==> src/sv/tzbj_pkg.sv <==
// Shared types and constants for the touch zone button and joystick decoder.
// Depends on nothing; every other file of the block imports it.
`default_nettype none

package tzbj_pkg;

   // Coordinate and arithmetic widths.
   localparam int COORD_W   = 12;
   localparam int SQ_W      = 2 * COORD_W;
   localparam int DIST_W    = SQ_W + 1;
   localparam int CSR_IDX_W = 2;
   localparam int BTN_W     = 3;
   localparam int BEV_W     = BTN_W + 1;

   // Virtual buttons sit on the diagonal at consecutive points.
   localparam int NUM_BUTTONS = 5;
   localparam logic [COORD_W-1:0] BTN_FIRST_POINT = 12'd10;
   localparam logic [COORD_W-1:0] BTN_LAST_POINT  =
      BTN_FIRST_POINT + COORD_W'(NUM_BUTTONS - 1);

   // Button mode: zero means no button held, otherwise button index plus one.
   localparam logic [BTN_W-1:0] MODE_NONE = 3'd0;

   // Register indexes of the configuration port.
   localparam logic [CSR_IDX_W-1:0] CSR_CENTER_X = 2'd0;
   localparam logic [CSR_IDX_W-1:0] CSR_CENTER_Y = 2'd1;
   localparam logic [CSR_IDX_W-1:0] CSR_RADIUS   = 2'd2;

   // Event kinds on the result channel.
   localparam logic KIND_BUTTON = 1'b0;
   localparam logic KIND_STICK  = 1'b1;

   // Descriptor queue between the classifier and the event sequencer.
   localparam int QDEPTH = 4;
   localparam int QPTR_W = $clog2(QDEPTH);
   localparam int QCNT_W = QPTR_W + 1;

   // Events one touch sample causes, in the order they are sent.
   typedef struct packed {
      logic               rel_vld;
      logic [BTN_W-1:0]   rel_btn;
      logic               prs_vld;
      logic [BTN_W-1:0]   prs_btn;
      logic               stk_vld;
      logic               stk_touched;
      logic [COORD_W-1:0] stk_x;
      logic [COORD_W-1:0] stk_y;
   } tzbj_desc_type;

   // A descriptor with its valid flag, as pushed into or read from the queue.
   typedef struct packed {
      logic          vld;
      tzbj_desc_type desc;
   } tzbj_entry_type;

endpackage

`default_nettype wire

==> src/sv/tzbj_if.sv <==
// Channel interfaces for touch samples and decoded events.
// Depends on tzbj_pkg for field widths.
`default_nettype none

// Touch sample channel.
interface tzbj_req_if import tzbj_pkg::*; ();
   logic               valid;
   logic               ready;
   logic [COORD_W-1:0] touch_x;
   logic [COORD_W-1:0] touch_y;

   modport source (output valid, touch_x, touch_y, input ready);
   modport sink   (input valid, touch_x, touch_y, output ready);
endinterface

// Decoded event channel.
interface tzbj_rsp_if import tzbj_pkg::*; ();
   logic               valid;
   logic               ready;
   logic               event_kind;
   logic [BEV_W-1:0]   button_event;
   logic [COORD_W-1:0] stick_x;
   logic [COORD_W-1:0] stick_y;
   logic               stick_touched;
   logic               last_of_run;

   modport source (output valid, event_kind, button_event, stick_x, stick_y,
                   stick_touched, last_of_run, input ready);
   modport sink   (input valid, event_kind, button_event, stick_x, stick_y,
                   stick_touched, last_of_run, output ready);
endinterface

`default_nettype wire

==> src/sv/touch_zone_button_and_joystick.sv <==
// Touch zone decoder: turns touch samples into virtual button and joystick
// events. Top level; depends on tzbj_pkg, the channel interfaces, tzbj_front,
// tzbj_queue and tzbj_back.
//
// Each touch sample gives zero to three event words: a release of the held
// button, a press of a button, and a joystick position or joystick release, in
// that order, with last_of_run set on the final word of the sample. A sample
// passes a two stage distance pipeline and is classified into a four entry
// queue; the event sequencer then sends one word per cycle while the result
// channel is ready; a sample without events leaves the queue with no word.
// Samples are accepted once per cycle while the queue has room for all
// samples in flight; the sustained rate is set by the event sequencer, one
// word per cycle while the result channel is ready. Configuration is written
// through the csr port while the block is idle; the user must keep to this,
// as the block does not enforce it. The radius is squared as it is written.
`default_nettype none

module touch_zone_button_and_joystick import tzbj_pkg::*; (
   input  logic                 clock,
   input  logic                 reset,
   tzbj_req_if.sink             req_chan,
   tzbj_rsp_if.source           rsp_chan,
   input  logic                 csr_we,
   input  logic [CSR_IDX_W-1:0] csr_index,
   input  logic [COORD_W-1:0]   csr_wdata
);

   tzbj_entry_type    push;
   tzbj_entry_type    head;
   logic              pop;
   logic [QCNT_W-1:0] q_count;

   tzbj_front u_front (
      .clock     (clock),
      .reset     (reset),
      .req_chan  (req_chan),
      .csr_we    (csr_we),
      .csr_index (csr_index),
      .csr_wdata (csr_wdata),
      .q_count   (q_count),
      .push      (push)
   );

   tzbj_queue u_queue (
      .clock (clock),
      .reset (reset),
      .push  (push),
      .pop   (pop),
      .head  (head),
      .count (q_count)
   );

   tzbj_back u_back (
      .clock    (clock),
      .reset    (reset),
      .head     (head),
      .pop      (pop),
      .rsp_chan (rsp_chan)
   );

endmodule

`default_nettype wire

==> src/sv/tzbj_front.sv <==
// Front end: configuration registers, distance pipeline and event classifier.
// Depends on tzbj_pkg and tzbj_req_if; pushes descriptors into tzbj_queue.
`default_nettype none

module tzbj_front import tzbj_pkg::*; (
   input  logic                 clock,
   input  logic                 reset,
   tzbj_req_if.sink             req_chan,
   input  logic                 csr_we,
   input  logic [CSR_IDX_W-1:0] csr_index,
   input  logic [COORD_W-1:0]   csr_wdata,
   input  logic [QCNT_W-1:0]    q_count,
   output tzbj_entry_type       push
);

   // Configuration; the radius is kept squared since only that is compared.
   logic [COORD_W-1:0] center_x_ff;
   logic [COORD_W-1:0] center_y_ff;
   logic [SQ_W-1:0]    radius_sq_ff;

   // Stage one: absolute distances and button point match.
   logic               s1_vld_ff;
   logic [COORD_W-1:0] s1_x_ff;
   logic [COORD_W-1:0] s1_y_ff;
   logic [COORD_W-1:0] s1_dx_ff;
   logic [COORD_W-1:0] s1_dy_ff;
   logic               s1_on_ff;
   logic [BTN_W-1:0]   s1_btn_ff;

   // Stage two: squared distances.
   logic               s2_vld_ff;
   logic [COORD_W-1:0] s2_x_ff;
   logic [COORD_W-1:0] s2_y_ff;
   logic [SQ_W-1:0]    s2_sqx_ff;
   logic [SQ_W-1:0]    s2_sqy_ff;
   logic               s2_on_ff;
   logic [BTN_W-1:0]   s2_btn_ff;

   // Decoder state.
   logic [BTN_W-1:0]   mode_ff;
   logic [BTN_W-1:0]   mode_in;
   logic               active_ff;
   logic               active_in;
   logic [COORD_W-1:0] last_x_ff;
   logic [COORD_W-1:0] last_x_in;
   logic [COORD_W-1:0] last_y_ff;
   logic [COORD_W-1:0] last_y_in;

   logic               accept;
   logic [QCNT_W:0]    occupancy;
   logic [COORD_W-1:0] dx;
   logic [COORD_W-1:0] dy;
   logic               on_point;
   logic [DIST_W-1:0]  dist_sq;
   logic               in_circle;
   logic [BTN_W-1:0]   held_btn;
   tzbj_desc_type      desc;

   // Accept only while the queue has room for every sample already in flight.
   assign occupancy = {1'b0, q_count} + (QCNT_W + 1)'(s1_vld_ff)
                    + (QCNT_W + 1)'(s2_vld_ff);
   assign req_chan.ready = occupancy < (QCNT_W + 1)'(QDEPTH);
   assign accept = req_chan.valid && req_chan.ready;

   // Configuration writes; an unused index is ignored.
   always_ff @(posedge clock) begin
      if (reset) begin
         center_x_ff  <= '0;
         center_y_ff  <= '0;
         radius_sq_ff <= '0;
      end else if (csr_we) begin
         if (csr_index == CSR_CENTER_X) begin
            center_x_ff <= csr_wdata;
         end
         if (csr_index == CSR_CENTER_Y) begin
            center_y_ff <= csr_wdata;
         end
         if (csr_index == CSR_RADIUS) begin
            radius_sq_ff <= SQ_W'(csr_wdata) * SQ_W'(csr_wdata);
         end
      end
   end

   // Stage one logic.
   assign dx = (req_chan.touch_x >= center_x_ff) ? req_chan.touch_x - center_x_ff
                                                 : center_x_ff - req_chan.touch_x;
   assign dy = (req_chan.touch_y >= center_y_ff) ? req_chan.touch_y - center_y_ff
                                                 : center_y_ff - req_chan.touch_y;
   assign on_point = (req_chan.touch_x == req_chan.touch_y)
                  && (req_chan.touch_x >= BTN_FIRST_POINT)
                  && (req_chan.touch_x <= BTN_LAST_POINT);

   // Pipeline valid bits.
   always_ff @(posedge clock) begin
      if (reset) begin
         s1_vld_ff <= 1'b0;
         s2_vld_ff <= 1'b0;
      end else begin
         s1_vld_ff <= accept;
         s2_vld_ff <= s1_vld_ff;
      end
   end

   // Pipeline payload.
   always_ff @(posedge clock) begin
      s1_x_ff   <= req_chan.touch_x;
      s1_y_ff   <= req_chan.touch_y;
      s1_dx_ff  <= dx;
      s1_dy_ff  <= dy;
      s1_on_ff  <= on_point;
      s1_btn_ff <= BTN_W'(req_chan.touch_x - BTN_FIRST_POINT);
      s2_x_ff   <= s1_x_ff;
      s2_y_ff   <= s1_y_ff;
      s2_sqx_ff <= SQ_W'(s1_dx_ff) * SQ_W'(s1_dx_ff);
      s2_sqy_ff <= SQ_W'(s1_dy_ff) * SQ_W'(s1_dy_ff);
      s2_on_ff  <= s1_on_ff;
      s2_btn_ff <= s1_btn_ff;
   end

   // Circle test.
   assign dist_sq   = {1'b0, s2_sqx_ff} + {1'b0, s2_sqy_ff};
   assign in_circle = dist_sq <= {1'b0, radius_sq_ff};
   assign held_btn  = mode_ff - 3'd1;

   // Classify the sample against the held button and the joystick state.
   always_comb begin
      desc      = '0;
      mode_in   = mode_ff;
      active_in = active_ff;
      last_x_in = last_x_ff;
      last_y_in = last_y_ff;
      if (s2_vld_ff) begin
         if (mode_ff == MODE_NONE) begin
            if (s2_on_ff) begin
               desc.prs_vld = 1'b1;
               desc.prs_btn = s2_btn_ff;
               mode_in      = s2_btn_ff + 3'd1;
            end
         end else if (!(s2_on_ff && (s2_btn_ff == held_btn))) begin
            desc.rel_vld = 1'b1;
            desc.rel_btn = held_btn;
            mode_in      = MODE_NONE;
            // A button checked after the released one may still be pressed.
            if (s2_on_ff && (s2_btn_ff > held_btn)) begin
               desc.prs_vld = 1'b1;
               desc.prs_btn = s2_btn_ff;
               mode_in      = s2_btn_ff + 3'd1;
            end
         end
         if (in_circle) begin
            active_in = 1'b1;
            if ((last_x_ff != s2_x_ff) || (last_y_ff != s2_y_ff)) begin
               desc.stk_vld     = 1'b1;
               desc.stk_touched = 1'b1;
               desc.stk_x       = s2_x_ff;
               desc.stk_y       = s2_y_ff;
            end
            last_x_in = s2_x_ff;
            last_y_in = s2_y_ff;
         end else if (active_ff) begin
            active_in    = 1'b0;
            desc.stk_vld = 1'b1;
         end
      end
   end

   // Decoder state registers.
   always_ff @(posedge clock) begin
      if (reset) begin
         mode_ff   <= MODE_NONE;
         active_ff <= 1'b0;
         last_x_ff <= '0;
         last_y_ff <= '0;
      end else begin
         mode_ff   <= mode_in;
         active_ff <= active_in;
         last_x_ff <= last_x_in;
         last_y_ff <= last_y_in;
      end
   end

   assign push.vld  = s2_vld_ff;
   assign push.desc = desc;

endmodule

`default_nettype wire

==> src/sv/tzbj_queue.sv <==
// Small descriptor queue that decouples the classifier from the sequencer.
// Depends on tzbj_pkg; the writer guarantees it never pushes into a full queue.
`default_nettype none

module tzbj_queue import tzbj_pkg::*; (
   input  logic              clock,
   input  logic              reset,
   input  tzbj_entry_type    push,
   input  logic              pop,
   output tzbj_entry_type    head,
   output logic [QCNT_W-1:0] count
);

   tzbj_desc_type       mem_ff [QDEPTH];
   logic [QPTR_W-1:0]   wr_ptr_ff;
   logic [QPTR_W-1:0]   rd_ptr_ff;
   logic [QCNT_W-1:0]   count_ff;
   logic [QCNT_W-1:0]   count_in;

   // Storage write.
   always_ff @(posedge clock) begin
      if (push.vld) begin
         mem_ff[wr_ptr_ff] <= push.desc;
      end
   end

   assign count_in = count_ff + QCNT_W'(push.vld) - QCNT_W'(pop);

   // Pointers and fill count.
   always_ff @(posedge clock) begin
      if (reset) begin
         wr_ptr_ff <= '0;
         rd_ptr_ff <= '0;
         count_ff  <= '0;
      end else begin
         if (push.vld) begin
            wr_ptr_ff <= wr_ptr_ff + QPTR_W'(1);
         end
         if (pop) begin
            rd_ptr_ff <= rd_ptr_ff + QPTR_W'(1);
         end
         count_ff <= count_in;
      end
   end

   assign head.vld  = count_ff != '0;
   assign head.desc = mem_ff[rd_ptr_ff];
   assign count     = count_ff;

endmodule

`default_nettype wire

==> src/sv/tzbj_back.sv <==
// Back end: walks the head descriptor's events; one word per ready cycle.
// Depends on tzbj_pkg and tzbj_rsp_if; reads from tzbj_queue.
`default_nettype none

module tzbj_back import tzbj_pkg::*; (
   input  logic           clock,
   input  logic           reset,
   input  tzbj_entry_type head,
   output logic           pop,
   tzbj_rsp_if.source     rsp_chan
);

   // Events of the head already sent: release, press, joystick.
   logic [2:0]         done_ff;
   logic [2:0]         done_in;
   logic               rsp_vld_ff;
   logic               rsp_vld_in;
   logic               kind_ff;
   logic [BEV_W-1:0]   bev_ff;
   logic [COORD_W-1:0] sx_ff;
   logic [COORD_W-1:0] sy_ff;
   logic               touched_ff;
   logic               last_ff;

   logic [2:0]         pending;
   logic [2:0]         sel;
   logic               out_free;
   logic               emit;
   logic               is_last;

   assign pending  = head.vld ? ({head.desc.stk_vld, head.desc.prs_vld,
                                  head.desc.rel_vld} & ~done_ff) : 3'b000;
   assign sel      = pending & (~pending + 3'd1);
   assign is_last  = (pending & (pending - 3'd1)) == 3'b000;
   assign out_free = !rsp_vld_ff || rsp_chan.ready;
   assign emit     = (pending != 3'b000) && out_free;

   // A descriptor without events is dropped at once.
   assign pop = head.vld && ((pending == 3'b000) || (out_free && is_last));

   always_comb begin
      done_in = done_ff;
      if (pop) begin
         done_in = 3'b000;
      end else if (emit) begin
         done_in = done_ff | sel;
      end
      rsp_vld_in = rsp_vld_ff && !rsp_chan.ready;
      if (emit) begin
         rsp_vld_in = 1'b1;
      end
   end

   // Control registers.
   always_ff @(posedge clock) begin
      if (reset) begin
         done_ff    <= 3'b000;
         rsp_vld_ff <= 1'b0;
      end else begin
         done_ff    <= done_in;
         rsp_vld_ff <= rsp_vld_in;
      end
   end

   // Output word, loaded with the earliest event still pending.
   always_ff @(posedge clock) begin
      if (emit) begin
         last_ff <= is_last;
         priority if (sel[0]) begin
            kind_ff    <= KIND_BUTTON;
            bev_ff     <= {head.desc.rel_btn, 1'b1};
            sx_ff      <= '0;
            sy_ff      <= '0;
            touched_ff <= 1'b0;
         end else if (sel[1]) begin
            kind_ff    <= KIND_BUTTON;
            bev_ff     <= {head.desc.prs_btn, 1'b0};
            sx_ff      <= '0;
            sy_ff      <= '0;
            touched_ff <= 1'b0;
         end else begin
            kind_ff    <= KIND_STICK;
            bev_ff     <= '0;
            sx_ff      <= head.desc.stk_x;
            sy_ff      <= head.desc.stk_y;
            touched_ff <= head.desc.stk_touched;
         end
      end
   end

   assign rsp_chan.valid         = rsp_vld_ff;
   assign rsp_chan.event_kind    = kind_ff;
   assign rsp_chan.button_event  = bev_ff;
   assign rsp_chan.stick_x       = sx_ff;
   assign rsp_chan.stick_y       = sy_ff;
   assign rsp_chan.stick_touched = touched_ff;
   assign rsp_chan.last_of_run   = last_ff;

endmodule

`default_nettype wire
==> src/flat_wrapper.sv <==
// flat-port wrapper written by rule: the top's interface ports become plain ports
module touch_zone_button_and_joystick_flat import tzbj_pkg::*;
  (clock, reset, csr_we, csr_index, csr_wdata, req_chan_valid, req_chan_touch_x, req_chan_touch_y, req_chan_ready, rsp_chan_valid, rsp_chan_event_kind, rsp_chan_button_event, rsp_chan_stick_x, rsp_chan_stick_y, rsp_chan_stick_touched, rsp_chan_last_of_run, rsp_chan_ready);
  tzbj_req_if req_chan_i ();
  tzbj_rsp_if rsp_chan_i ();
  input  logic clock;
  input  logic reset;
  input  logic csr_we;
  input  logic [CSR_IDX_W-1:0] csr_index;
  input  logic [COORD_W-1:0] csr_wdata;
  input wire logic [$bits(req_chan_i.valid)-1:0] req_chan_valid;
  input wire logic [$bits(req_chan_i.touch_x)-1:0] req_chan_touch_x;
  input wire logic [$bits(req_chan_i.touch_y)-1:0] req_chan_touch_y;
  output wire logic [$bits(req_chan_i.ready)-1:0] req_chan_ready;
  output wire logic [$bits(rsp_chan_i.valid)-1:0] rsp_chan_valid;
  output wire logic [$bits(rsp_chan_i.event_kind)-1:0] rsp_chan_event_kind;
  output wire logic [$bits(rsp_chan_i.button_event)-1:0] rsp_chan_button_event;
  output wire logic [$bits(rsp_chan_i.stick_x)-1:0] rsp_chan_stick_x;
  output wire logic [$bits(rsp_chan_i.stick_y)-1:0] rsp_chan_stick_y;
  output wire logic [$bits(rsp_chan_i.stick_touched)-1:0] rsp_chan_stick_touched;
  output wire logic [$bits(rsp_chan_i.last_of_run)-1:0] rsp_chan_last_of_run;
  input wire logic [$bits(rsp_chan_i.ready)-1:0] rsp_chan_ready;
  assign req_chan_i.valid = req_chan_valid;
  assign req_chan_i.touch_x = req_chan_touch_x;
  assign req_chan_i.touch_y = req_chan_touch_y;
  assign req_chan_ready = req_chan_i.ready;
  assign rsp_chan_valid = rsp_chan_i.valid;
  assign rsp_chan_event_kind = rsp_chan_i.event_kind;
  assign rsp_chan_button_event = rsp_chan_i.button_event;
  assign rsp_chan_stick_x = rsp_chan_i.stick_x;
  assign rsp_chan_stick_y = rsp_chan_i.stick_y;
  assign rsp_chan_stick_touched = rsp_chan_i.stick_touched;
  assign rsp_chan_last_of_run = rsp_chan_i.last_of_run;
  assign rsp_chan_i.ready = rsp_chan_ready;
  touch_zone_button_and_joystick u_core (.clock(clock), .reset(reset), .req_chan(req_chan_i), .rsp_chan(rsp_chan_i), .csr_we(csr_we), .csr_index(csr_index), .csr_wdata(csr_wdata));
endmodule
==> config.mk <==
export PLATFORM = sky130hd
export DESIGN_NAME = touch_zone_button_and_joystick_flat
export DESIGN_NICKNAME = d
export VERILOG_FILES = /design/src/sv/tzbj_pkg.sv /design/src/sv/tzbj_if.sv /design/src/sv/touch_zone_button_and_joystick.sv /design/src/sv/tzbj_front.sv /design/src/sv/tzbj_queue.sv /design/src/sv/tzbj_back.sv /design/src/flat_wrapper.sv
export SDC_FILE = /design/constraint.sdc
export NUM_CORES = 1
export LEC_CHECK = 0
export BUFFER_PORTS_ARGS = -buffer_cell sky130_fd_sc_hd__buf_2
export CORE_MARGIN = 2
export CORE_UTILIZATION = 30
export DETAILED_ROUTE_END_ITERATION = 8
export PLACE_DENSITY = 0.46
export SLEW_MARGIN = 20
export SYNTH_ARGS = -nofsm -noshare
export SYNTH_HDL_FRONTEND = slang
export SYNTH_SLANG_ARGS = --single-unit
==> constraint.sdc <==
create_clock -name clock -period 12.6 [get_ports clock]
set_clock_uncertainty 0.15 [all_clocks]
set_input_delay 0.63 -clock clock [delete_from_list [all_inputs] [get_ports clock]]
set_output_delay 0.63 -clock clock [all_outputs]
set_load 0.01 [all_outputs]
* Yosys cells after proc, flatten, opt, wreduce, memory -nomap -nowiden
Memories as Yosys holds them, arrays and structs flattened. A register that Yosys moved wholly into a read port is not among the register bits.
Index checks and enable logic that the tools add are counted.
** Word-level totals
- Memories :: 1
- Logic and storage cells :: 127
- Flip-flop bits (word level) :: 248
- Output and inout port bits :: 33
- Bits in writable memories :: 136
- Input port bits :: 43
** Memories
- u_core.u_queue.mem_ff :: words 4, bits a word 34, read ports 1, clocked after Yosys merged registers in 1, write ports 1, RTL line tzbj_queue.sv:14 : tzbj_desc_type mem_ff [QDEPTH];
** Operators by class
- Equal/unequal tests :: 8
- Magnitude comparators :: 7
- Reductions and logical operators :: 27
- $mul :: 3
- Mux-type cells :: 26
- Add/subtract/negate cells :: 16
- Bitwise operators :: 6
** Operators by type and width (number)
- $mul 12x12->24 :: 3
- $sub 12x12->12 :: 4
- $mux 34 :: 1
- $mux 26 :: 1
- $add 24x24->25 :: 1
- $le 25x24->1 :: 1
- $mux 25 :: 1
- $ge 12x12->1 :: 2
- $mux 12 :: 2
- $mux 4 :: 6
- $ne 12x12->1 :: 2
- $mux 3 :: 5
- $eq 12x12->1 :: 1
- $ge 12x4->1 const B :: 1
- $le 12x4->1 const B :: 1
- $and 3x3->3 :: 3
- $logic_and 1x1->1 :: 9
- $logic_not 3->1 :: 3
- $mux 8 :: 1
- $reduce_and 2->1 :: 4
- $mux 1 :: 7
- $add 3x1->3 const B :: 2
- $not 3->3 :: 2
- $reduce_bool 3->1 :: 2
- other kinds (20) :: 28

* Depth between registers and ports, before layout
Gate-level depths: netlist of run 1.
- Depth after elaboration :: 11
- Depth in mapped cells :: 23
- Mapped depth without buffers :: 22

* Modules after synthesis
Synthesis of run 1 repeated with hierarchy kept, for this count alone.
** Second synthesis, totals
- Cell total of the unflattened synthesis :: 2712
- Area, all modules :: 28197.0 um2
** By module, submodules not included
- tzbj_front :: area an instance 21348.0 um2, cells each 2396, instances 1, seq. area each 4023.9 um2
- tzbj_queue :: area an instance 5388.9 um2, cells each 219, instances 1, seq. area each 4264.1 um2
- tzbj_back :: area an instance 1460.2 um2, cells each 97, instances 1, seq. area each 1011.0 um2

* Least setup slack after synthesis of run 1
Ideal clock, no wire load.
- Path kind :: input-to-reg
- Start :: in csr_wdata[8]
- End :: reg u_core.u_front.radius_sq_ff[21]
- Data required time :: 12344 ps
- Arrival :: 5279 ps
- Setup time :: 106 ps
- Cell stages on the path :: 23
- Path slack :: 7065 ps
- Path buffers :: 1
- Cell sequence :: clkbuf_1 inv_1 nor2_1 inv_1 fa_1 inv_1 ha_1 a21oi_1 fa_1 inv_1 fa_1 inv_1 fa_1 inv_1 ha_1 nand2_1 a21oi_1 a21oi_1 a31oi_1 a21o_1 a21oi_1 or4_1 o311ai_0
** On the way
- Longest elaborated chain between the ends :: 1
** RTL lines
- start: declaration :: RTL line flat_wrapper.sv:10 : input logic [COORD_W-1:0] csr_wdata;
- $mul 12x12->24 :: RTL line tzbj_front.sv:79 : radius_sq_ff <= SQ_W'(csr_wdata) * SQ_W'(csr_wdata);
- end signal: assignment :: RTL line tzbj_front.sv:79
- end: declaration :: RTL line tzbj_front.sv:19 : logic [SQ_W-1:0] radius_sq_ff;
Every way passes these cells.
A chain may end at the register's enable or synchronous reset.

* Worst setup path in the final report of run 1
- Start :: reg u_core.u_front.s1_dx_ff[7]
- End :: reg u_core.u_front.s2_sqx_ff[21]
** On the way
- Longest elaborated chain between the ends :: 1
** RTL lines
- start: declaration :: RTL line tzbj_front.sv:25 : logic [COORD_W-1:0] s1_dx_ff;
- start signal: assignment :: RTL line tzbj_front.sv:108 : s1_dx_ff <= dx;
- $mul 12x12->24 :: RTL line tzbj_front.sv:114 : s2_sqx_ff <= SQ_W'(s1_dx_ff) * SQ_W'(s1_dx_ff);
- end signal: assignment :: RTL line tzbj_front.sv:114
- end: declaration :: RTL line tzbj_front.sv:34 : logic [SQ_W-1:0] s2_sqx_ff;
Every way passes these cells.

==> results of run 1 <==
[cell type report]
cell class | instances | area (um^2)
fillers | 9537 | 61900
well taps | 1254 | 1570
clock inverters | 16 | 278
multi-input cells | 1768 | 16700
clock buffers | 64 | 1220
diodes | 2 | 5.00
inverters | 505 | 1900
flip-flops and latches | 381 | 9300
repair buffers | 87 | 470
[routing by layer]
layer / GRT usage (%) / wire, um / vias to the layer above
met5: 0 / 71 / -
met4: 3.04 / 1200 / 10
met3: 2.09 / 2220 / 80
met2: 23.7 / 31700 / 257
met1: 18.7 / 31400 / 9087
li1: - / - / 9060
[path summary, 6_finish.rpt]
kind                                                              to  cells past startpoint                          startpoint
worst max-delay path            u_core.u_front.s2_sqx_ff[21]$_DFF_P_                     20  u_core.u_front.s1_dx_ff[7]$_DFF_P_
worst min register to register     u_core.u_front.s2_x_ff[8]$_DFF_P_                      0   u_core.u_front.s1_x_ff[8]$_DFF_P_
worst min-delay path               u_core.u_front.s1_y_ff[6]$_DFF_P_                      1                 req_chan_touch_y[6]
worst max register to register  u_core.u_front.s2_sqx_ff[21]$_DFF_P_                     20  u_core.u_front.s1_dx_ff[7]$_DFF_P_
[cells by family after synthesis]
| family | Yosys count | share of synthesized area (%) |
|---|---|---|
| xor+xnor | 136 | 4.22 |
| fa+ha+maj | 531 | 30.0 |
| flops | 381 | 32.9 |
| mux | 89 | 4.63 |
| simple gates | 665 | 12.0 |
| buf+inv | 591 | 8.12 |
| compound gates | 347 | 8.16 |
[through the flow]
step	setup WS (ps)	utilization [%]
5_1_grt	6260	33.7
3_3_place_gp	6640	32.0
3_5_place_dp	6580	32.0
6_report	6650	33.7
2_1_floorplan	7060	-
4_1_cts	6570	33.7
[flip-flops by register name, indices dropped and copies added (netlist names), 23 cells and up, named ones only]
| name | cells |
|---|---|
| u_core.u_front.radius_sq_ff | 23 |
| u_core.u_queue.mem_ff | 136 |
| u_core.u_front.s2_sqx_ff | 23 |
| u_core.u_front.s2_sqy_ff | 23 |
[layout by cell type, fill, tap and decap left out, types with 5 or more instances in the layout]
cell type / n
o21a_1: 19
clkbuf_16: 43
nor2b_1: 27
or3_1: 9
clkbuf_1: 14
and2_1: 158
a21o_1: 38
nor2_1: 180
or2_2: 8
ha_1: 284
a31oi_1: 11
edfxtp_1: 167
and3_1: 31
inv_1: 505
nor4_1: 8
buf_2: 74
o21bai_1: 9
fa_1: 245
a22oi_1: 7
nand2b_1: 21
o21ai_0: 53
a21oi_1: 120
mux2i_1: 52
dfxtp_1: 213
bufinv_16: 5
xor2_1: 47
nand3_1: 21
o31ai_1: 7
mux4_2: 33
xnor2_1: 89
buf_4: 12
nor3_1: 20
nand2_1: 139
clkbuf_8: 7
nand4_1: 17
a211oi_1: 21
==> out/metrics.yaml, run 1 <==
grt_pass1_wl_mm: 108
grt_usage_pct: 13.9
slew_viol_final: 0
endpoint_kind: "flip-flop"
first_pass_iters: 5
yosysMostFrequentCell: "inv_1"
gr-total-overflow: 0
design_area_mm2: 0.0314
grt_max_degree: 75
hold_viol_final: 0
drc: 0
synth_nets: 3312
setup_viol: 0
path_delay_family: "adder cells"
syn_avg_cell_area_um2: 10.3
cts-hold-fix-buffers: 1
critical_path.max_stage_delay_ps: 720
crit_chain: "nand2_1, inv_1, fa_1, fa_1, inv_1, fa_1, inv_1, fa_1, inv_1, fa_1, inv_1, ha_1, a21oi_1, nor2_1, o31ai_1, a31oi_1, o22a_1, a41oi_1, nor2b_1, xnor2_1"
cp_slowest_cell: "dfxtp_1"
die-area_mm2: 0.0967
yosys.area.top_type: "edfxtp_1"
core_mm2: 0.0933
critPathLaunchType: "flip-flop"
r2r_setup_slack_ps: 6650
io_pins: 76
fin_crit_sh_pct: 47.2
worst_hold_slack_ps: 44.5
dp.final_hpwl_mm: 52.3
syn2layout_area_growth_pct: 11.2
clk_pin_slew_ps: 60
cts_setup_buffers: 0
viasPerCell: 4.54
synth_seq_cells: 381
stdcell_count: 4077
antenna_found_initial: 7
tightest_slew_ps: 1050
ys_top_cells_by_area: "edfxtp_1 (18%), fa_1 (17%), dfxtp_1 (15%), ha_1 (13%), inv_1 (6.7%)"
rsz0062_at_grt: "false"
insertion_delay_ps: 590
dpl_cell_area_mm2: 0.0299
postCtsResizedCells: 0
num_vias: 18500
ys.flop_type: "dfxtp_1"
rows: 112
setup_tns_ps: 0
hold_path_class: "input pin to flip-flop"
critical_path_peak_fanout: 13
cts-root-buf: "clkbuf_16"
async_reset_ff_share_pct: 0
die_w_um: 311
final_nets: 3358
grt_pass1_vias: 19700
synth_warnings: 0
path_buf_inv: 5
cts_buffer_depth: 3
cp_data_arrival_time_ps: 6310
place_inst: 3994
synthCells: 2740
status: "complete, no violations"
routed_wl_mm: 66.6
cts_sinks: 381
max_freq_mhz: 168
portBuffers: 75
cts_tree: "done"
crit_type: "flip-flop to flip-flop"
synth_area_mm2: 0.0283
synth-edff-count: 167
required_ps: 12970
synth_common_cells: "inv_1 (505), ha_1 (284), fa_1 (245)"
period_needed_ps: 5950
cts.htree.levels: 2
synth_cell_types: 91
initial_utilization_pct: 30.3
drt_iter0_markers: 805
numCtsBuffers: 43
max_cap_violations: 0
ys_seq_area_share_pct: 32.9
synth_top_area_share_pct: 17.7
routedWlPerCell_um: 16.3
die_h_um: 311
gp_congestion: 0.835
ant_nets: 0
slew_headroom_pct: 29.5
drive_gt1_share_pct: 7.83
Power of run 1 is not shown: default switching activity piles up to over one toggle a cycle in this logic, so the estimate is an artifact.
==> run 2: changes to the inputs <==
- PLACE_DENSITY: 0.46 -> 0.48
- clock period: 12.6 -> 5.2 ns (I/O delays scaled with it)
==> out/metrics.yaml, run 2 (synthesized netlist as in run 1, its figures left out) <==
antenna_found_initial: 1  # was 7
endpoint_kind: "flip-flop"  # unchanged
num_vias: 18900  # was 18,500
fill_cells: 9548  # was 9,537
die_w_um: 311  # unchanged
grt_pass1_wl_mm: 107  # was 108 mm
whs_path_depth: 4  # was 1
drt_iter0_markers: 810  # was 805
required_ps: 5530  # was 12,970 ps
crit_type: "flip-flop to flip-flop"  # unchanged
crit_top_cell: "fa_1"
drive_gt1_share_pct: 16.5  # was 7.83%
routedWlPerCell_um: 15.2  # was 16.3 um
io_pins: 76  # unchanged
max_freq_mhz: 198  # was 168 MHz
crit_chain: "buf_4, nand2_4, inv_2, fa_1, ha_2, fa_1, ha_1, inv_1, fa_1, inv_1, ha_4, nor2b_2, o31a_1, o41ai_4, o221ai_2, or3_1, a21oi_2, o21bai_1, xor2_1"  # was nand2_1, inv_1, fa_1, fa_1, inv_1, fa_1, inv_1, fa_1, inv_1, fa_1, inv_1, ha_1, a21oi_1, nor2_1, o31ai_1, a31oi_1, o22a_1, a41oi_1, nor2b_1, xnor2_1
place_inst: 4190  # was 3,994
path_delay_family: "adder cells"  # unchanged
hold_path_class: "input pin to flip-flop"  # unchanged
final_nets: 3584  # was 3,358
initial_utilization_pct: 30.3  # unchanged
grt_max_degree: 72  # was 75
cts_sinks: 381  # unchanged
startpoint: "u_core.u_front.s1_dx_ff[3]$_DFF_P_"  # was u_core.u_front.s1_dx_ff[7]$_DFF_P_
clk_pin_slew_ps: 60  # about the same
cts_buffer_depth: 3  # unchanged
slew_headroom_pct: 36.1  # was 29.5%
path_buf_inv: 4  # was 5
cp_slowest_cell: "fa_1"  # was dfxtp_1
cp_data_arrival_time_ps: 5390  # was 6310 ps
setup_tns_ps: 0  # unchanged
gp_congestion: 0.812  # was 0.835
insertion_delay_ps: 590  # about the same
stdcell_count: 4301  # was 4,077
fin_crit_sh_pct: 97.3  # was 47.2%
largest_reg_flops: 136  # unchanged
mostFrequentLayoutCells: "inv_1 (495), ha_1 (271), fa_1 (241)"  # was inv_1 (505), ha_1 (284), fa_1 (245)
worst_hold_slack_ps: 79.0  # was 44.5 ps
period_needed_ps: 5060  # was 5950 ps
numCtsBuffers: 44  # was 43
tightest_slew_ps: 958  # was 1050 ps
critical_path.max_stage_delay_ps: 530  # was 720 ps
reg2reg_depth: 19  # was 20
rsz0062_at_grt: "true"  # was false
ant_nets: 0  # unchanged
r2r_setup_slack_ps: 140  # was 6650 ps
die_h_um: 311  # unchanged
setup_viol: 0  # unchanged
status: "complete, no violations"  # unchanged
hold_viol_final: 0  # unchanged
max_cap_violations: 0  # unchanged
gr-total-overflow: 0  # unchanged
r2r_end: "u_core.u_front.s2_sqx_ff[18]$_DFF_P_"  # was u_core.u_front.s2_sqx_ff[21]$_DFF_P_
first_pass_iters: 5  # unchanged
slew_viol_final: 0  # unchanged
routed_wl_mm: 65.5  # was 66.6 mm
grt_pass1_vias: 19800  # was 19,700
critPathLaunchType: "flip-flop"  # unchanged
cp.depth: 19  # was 20
setup.worst_path.end: "u_core.u_front.s2_sqx_ff[18]$_DFF_P_"  # was u_core.u_front.s2_sqx_ff[21]$_DFF_P_
critical_path_peak_fanout: 6  # was 13
core_mm2: 0.0933  # unchanged
design_area_mm2: 0.0336  # was 0.0314 mm^2
viasPerCell: 4.39  # was 4.54
cts-root-buf: "clkbuf_16"  # unchanged
cts_tree: "done"  # unchanged
dp.final_hpwl_mm: 52.8  # was 52.3 mm
dpl_cell_area_mm2: 0.0314  # was 0.0299 mm^2
regMostFlops: "u_core.u_queue.mem_ff"  # unchanged
portBuffers: 75  # unchanged
rows: 112  # unchanged
grt_usage_pct: 13.8  # was 13.9%
diodes: 0  # was 2
syn2layout_area_growth_pct: 18.8  # was 11.2%
layout_commonest_cell: "inv_1"  # unchanged
r2r_start: "u_core.u_front.s1_dx_ff[3]$_DFF_P_"  # was u_core.u_front.s1_dx_ff[7]$_DFF_P_
drc: 0  # unchanged
cts.htree.levels: 2  # unchanged
die-area_mm2: 0.0967  # unchanged
-- run 2: how the worst min path moves through the flow --
stage / end / slack, ps / start
final: u_core.u_front.center_x_ff[4]$_SDFFE_PP0P_ / 80 / csr_wdata[4]
after global routing: u_core.u_front.center_x_ff[4]$_SDFFE_PP0P_ / 70 / csr_wdata[4]
after CTS: u_core.u_front.center_x_ff[4]$_SDFFE_PP0P_ / 30 / csr_wdata[4]
after detailed placement: u_core.u_front.s2_btn_ff[2]$_DFF_P_ / 160 / u_core.u_front.s1_btn_ff[2]$_DFF_P_
after global placement: u_core.u_front.s2_y_ff[0]$_DFF_P_ / 160 / u_core.u_front.s1_y_ff[0]$_DFF_P_
after floorplan: u_core.u_front.s1_btn_ff[0]$_DFF_P_ / 140 / req_chan_touch_x[0]
-- run 2: metrics by stage --
step	setup slack (ps)	utilization (%)
2_1_floorplan	9.05	-
3_3_place_gp	-107	33.7
3_5_place_dp	-143	33.7
4_1_cts	-18.5	35.5
5_1_grt	-51.7	36.0
6_report	141	36.0
-- run 2: tightest hold or removal path: stages --
cell and delay [ps]:
buf_2 150, buf_4 210, a21oi_1 80, nor2_1 70
-- run 2: layout make-up --
class	instances	area, um^2	share of cell area (%)
clock buffer	56	1170	3.47
tap	1254	1570	4.67
timing repair buffer	312	2280	6.79
clock inverter	25	277	0.824
inverter	505	1900	5.66
multi-input combinational	1768	17000	50.7
sequential	381	9370	27.9
-- run 2: per-layer routing --
| layer | vias up | part of all wire, % | track usage [%] |
|---|---|---|---|
| met5 | - | 0 | 0 |
| met4 | 0 | 1.9 | 3.16 |
| met3 | 70 | 2.5 | 1.54 |
| met2 | 205 | 48 | 23.8 |
| met1 | 9102 | 47 | 18.4 |
| li1 | 9514 | - | - |
-- run 2: repair_timing --
action,4_1_cts,5_1_grt
pin swaps,3,45
endpoints found under the setup margin,11,16
hold buffers,26,0
resized for setup,23,104
buffers inserted,2,2
endpoints found under the hold margin,33,0
Power of run 2 is left out for the same reason.
==> run 3: changes to the inputs <==
- CTS_BUF_LIST: not set -> sky130_fd_sc_hd__clkbuf_4 sky130_fd_sc_hd__clkbuf_8
- SKIP_LAST_GASP: not set -> 1
==> out/metrics.yaml, run 3 (synthesized netlist as in run 1, its figures left out) <==
viasPerCell: 4.39  # about the same
initial_utilization_pct: 30.3  # unchanged
cts-root-buf: "clkbuf_8"  # was clkbuf_16
post-route-util_pct: 36.3  # was 36.0%
setup_viol: 0  # unchanged
grt_pass1_vias: 20100  # was 19,800
routedWlPerCell_um: 15.2  # about the same
critical_path.max_stage_delay_ps: 540  # was 530 ps
crit_type: "input pin to flip-flop"  # was flip-flop to flip-flop
cts_sinks: 381  # unchanged
grt_usage_pct: 13.9  # was 13.8%
rsz0062_at_grt: "true"  # unchanged
place_ws_ps: -143  # unchanged
drive_gt1_share_pct: 18.9  # was 16.5%
die_h_um: 311  # unchanged
design_area_mm2: 0.0339  # was 0.0336 mm^2
endpoint_kind: "flip-flop"  # unchanged
portBuffers: 75  # unchanged
antenna_found_initial: 2  # was 1
grt_pass1_wl_mm: 107  # about the same
startpoint: "csr_wdata[4]"  # was u_core.u_front.s1_dx_ff[3]$_DFF_P_
hp-start: "reset"  # was csr_wdata[4]
hold_path_class: "input pin to flip-flop"  # unchanged
io_pins: 76  # unchanged
die-area_mm2: 0.0967  # unchanged
hold_viol_final: 0  # unchanged
grt_max_degree: 72  # unchanged
crit_chain: "dlygate4sd3_1, buf_6, buf_4, and2_1, inv_1, fa_1, inv_1, ha_1, fa_1, inv_1, fa_1, fa_1, inv_1, ha_1, o21ai_0, o21ai_0, nand3_1, a31oi_2, a21o_1, a21oi_2, or4_1, o311ai_0"  # was buf_4, nand2_4, inv_2, fa_1, ha_2, fa_1, ha_1, inv_1, fa_1, inv_1, ha_4, nor2b_2, o31a_1, o41ai_4, o221ai_2, or3_1, a21oi_2, o21bai_1, xor2_1
drc: 0  # unchanged
path_delay_family: "adder cells"  # unchanged
critPathLaunchType: "input pin"  # was flip-flop
tightest_slew_ps: 960  # was 958 ps
drt_iter0_markers: 817  # was 810
fin_crit_sh_pct: 98.4  # was 97.3%
layout_commonest_cell: "inv_1"  # unchanged
fin_ws_ps: 83.4  # was 141 ps
path_buf_inv: 7  # was 4
cts.htree.levels: 3  # was 2
die_w_um: 311  # unchanged
regMostFlops: "u_core.u_queue.mem_ff"  # unchanged
dpl_cell_area_mm2: 0.0314  # unchanged
mostFrequentLayoutCells: "inv_1 (491), ha_1 (271), fa_1 (241)"  # was inv_1 (495), ha_1 (271), fa_1 (241)
r2r_start: "u_core.u_front.s1_dx_ff[4]$_DFF_P_"  # was u_core.u_front.s1_dx_ff[3]$_DFF_P_
reg2reg_depth: 20  # was 19
largest_reg_flops: 136  # unchanged
num_vias: 19200  # was 18,900
final_nets: 3623  # was 3,584
slew_viol_final: 0  # unchanged
gp_congestion: 0.812  # unchanged
gr-total-overflow: 0  # unchanged
required_ps: 5590  # was 5530 ps
stdcell_count: 4361  # was 4,301
numCtsBuffers: 72  # was 44
ant_nets: 0  # unchanged
dp.final_hpwl_mm: 52.8  # unchanged
insertion_delay_ps: 650  # was 590 ps
cp_data_arrival_time_ps: 5510  # was 5390 ps
status: "complete, no violations"  # unchanged
place_inst: 4190  # unchanged
cts_tree: "done"  # unchanged
cp_slowest_cell: "dlygate4sd3_1"  # was fa_1
syn2layout_area_growth_pct: 19.9  # was 18.8%
rows: 112  # unchanged
first_pass_iters: 5  # unchanged
cts_buffer_depth: 3  # unchanged
max_freq_mhz: 195  # was 198 MHz
slew_headroom_pct: 36.0  # was 36.1%
r2r_end: "u_core.u_front.s2_sqx_ff[18]$_DFF_P_"  # unchanged
hold_end: "u_core.u_front.center_y_ff[8]$_SDFFE_PP0P_"  # was u_core.u_front.center_x_ff[4]$_SDFFE_PP0P_
period_needed_ps: 5120  # was 5060 ps
routed_wl_mm: 66.3  # was 65.5 mm
whs_path_depth: 2  # was 4
r2r_setup_slack_ps: 150  # was 140 ps
max_cap_violations: 0  # unchanged
critical_path_peak_fanout: 5  # was 6
clk_pin_slew_ps: 60  # about the same
core_mm2: 0.0933  # unchanged
## run 3: stage by stage
step	hold slack [ps]	setup TNS (ps)
after global placement	160	-669
after CTS	18.1	-29.0
after detailed placement	162	-1020
final	53.3	0
after global routing	37.2	-209
after floorplan	138	0
## run 3: timing repair
action / CTS / global route
gates resized for setup: 26 / 140
hold buffers: 35 / 0
buffers inserted: 2 / 4
hold endpoints to repair: 50 / 0
pin swaps: 6 / 75
gates cloned: 0 / 0
endpoints found under the setup margin: 11 / 24
## run 3: per-layer routing
layer / global-route usage (%) / share of wire [%] / routed length, um / vias to the layer above
li1: - / - / - / 9611
met1: 18.3 / 47 / 30900 / 9212
met2: 23.8 / 48 / 32000 / 253
met3: 2.35 / 3.3 / 2170 / 82
met4: 3.16 / 1.9 / 1230 / 0
met5: 0 / 0 / 0 / -
## run 3: how the worst max path moves through the flow
stage,endpoint,slack (ps),cells past startpoint
global placement,u_core.u_front.s2_sqx_ff[21]$_DFF_P_,-110,17
CTS,u_core.u_front.s2_sqx_ff[18]$_DFF_P_,-20,20
detailed placement,u_core.u_front.s2_sqx_ff[21]$_DFF_P_,-140,17
global route,u_core.u_front.radius_sq_ff[23]$_SDFFE_PP0P_,-50,23
finish,u_core.u_front.radius_sq_ff[21]$_SDFFE_PP0P_,80,22
floorplan,u_core.u_front.s2_sqx_ff[21]$_DFF_P_,9,20
## run 3: layout make-up
class / count / area (um^2)
clock inverter: 23 / 210
fill: 9553 / 59400
multi-input combinational: 1768 / 17100
inverter: 505 / 1900
tap: 1254 / 1570
clock buffer: 106 / 1320
timing repair buffer: 323 / 2420
sequential: 381 / 9370
antenna: 1 / 2.50
Power of run 3 is left out for the same reason.
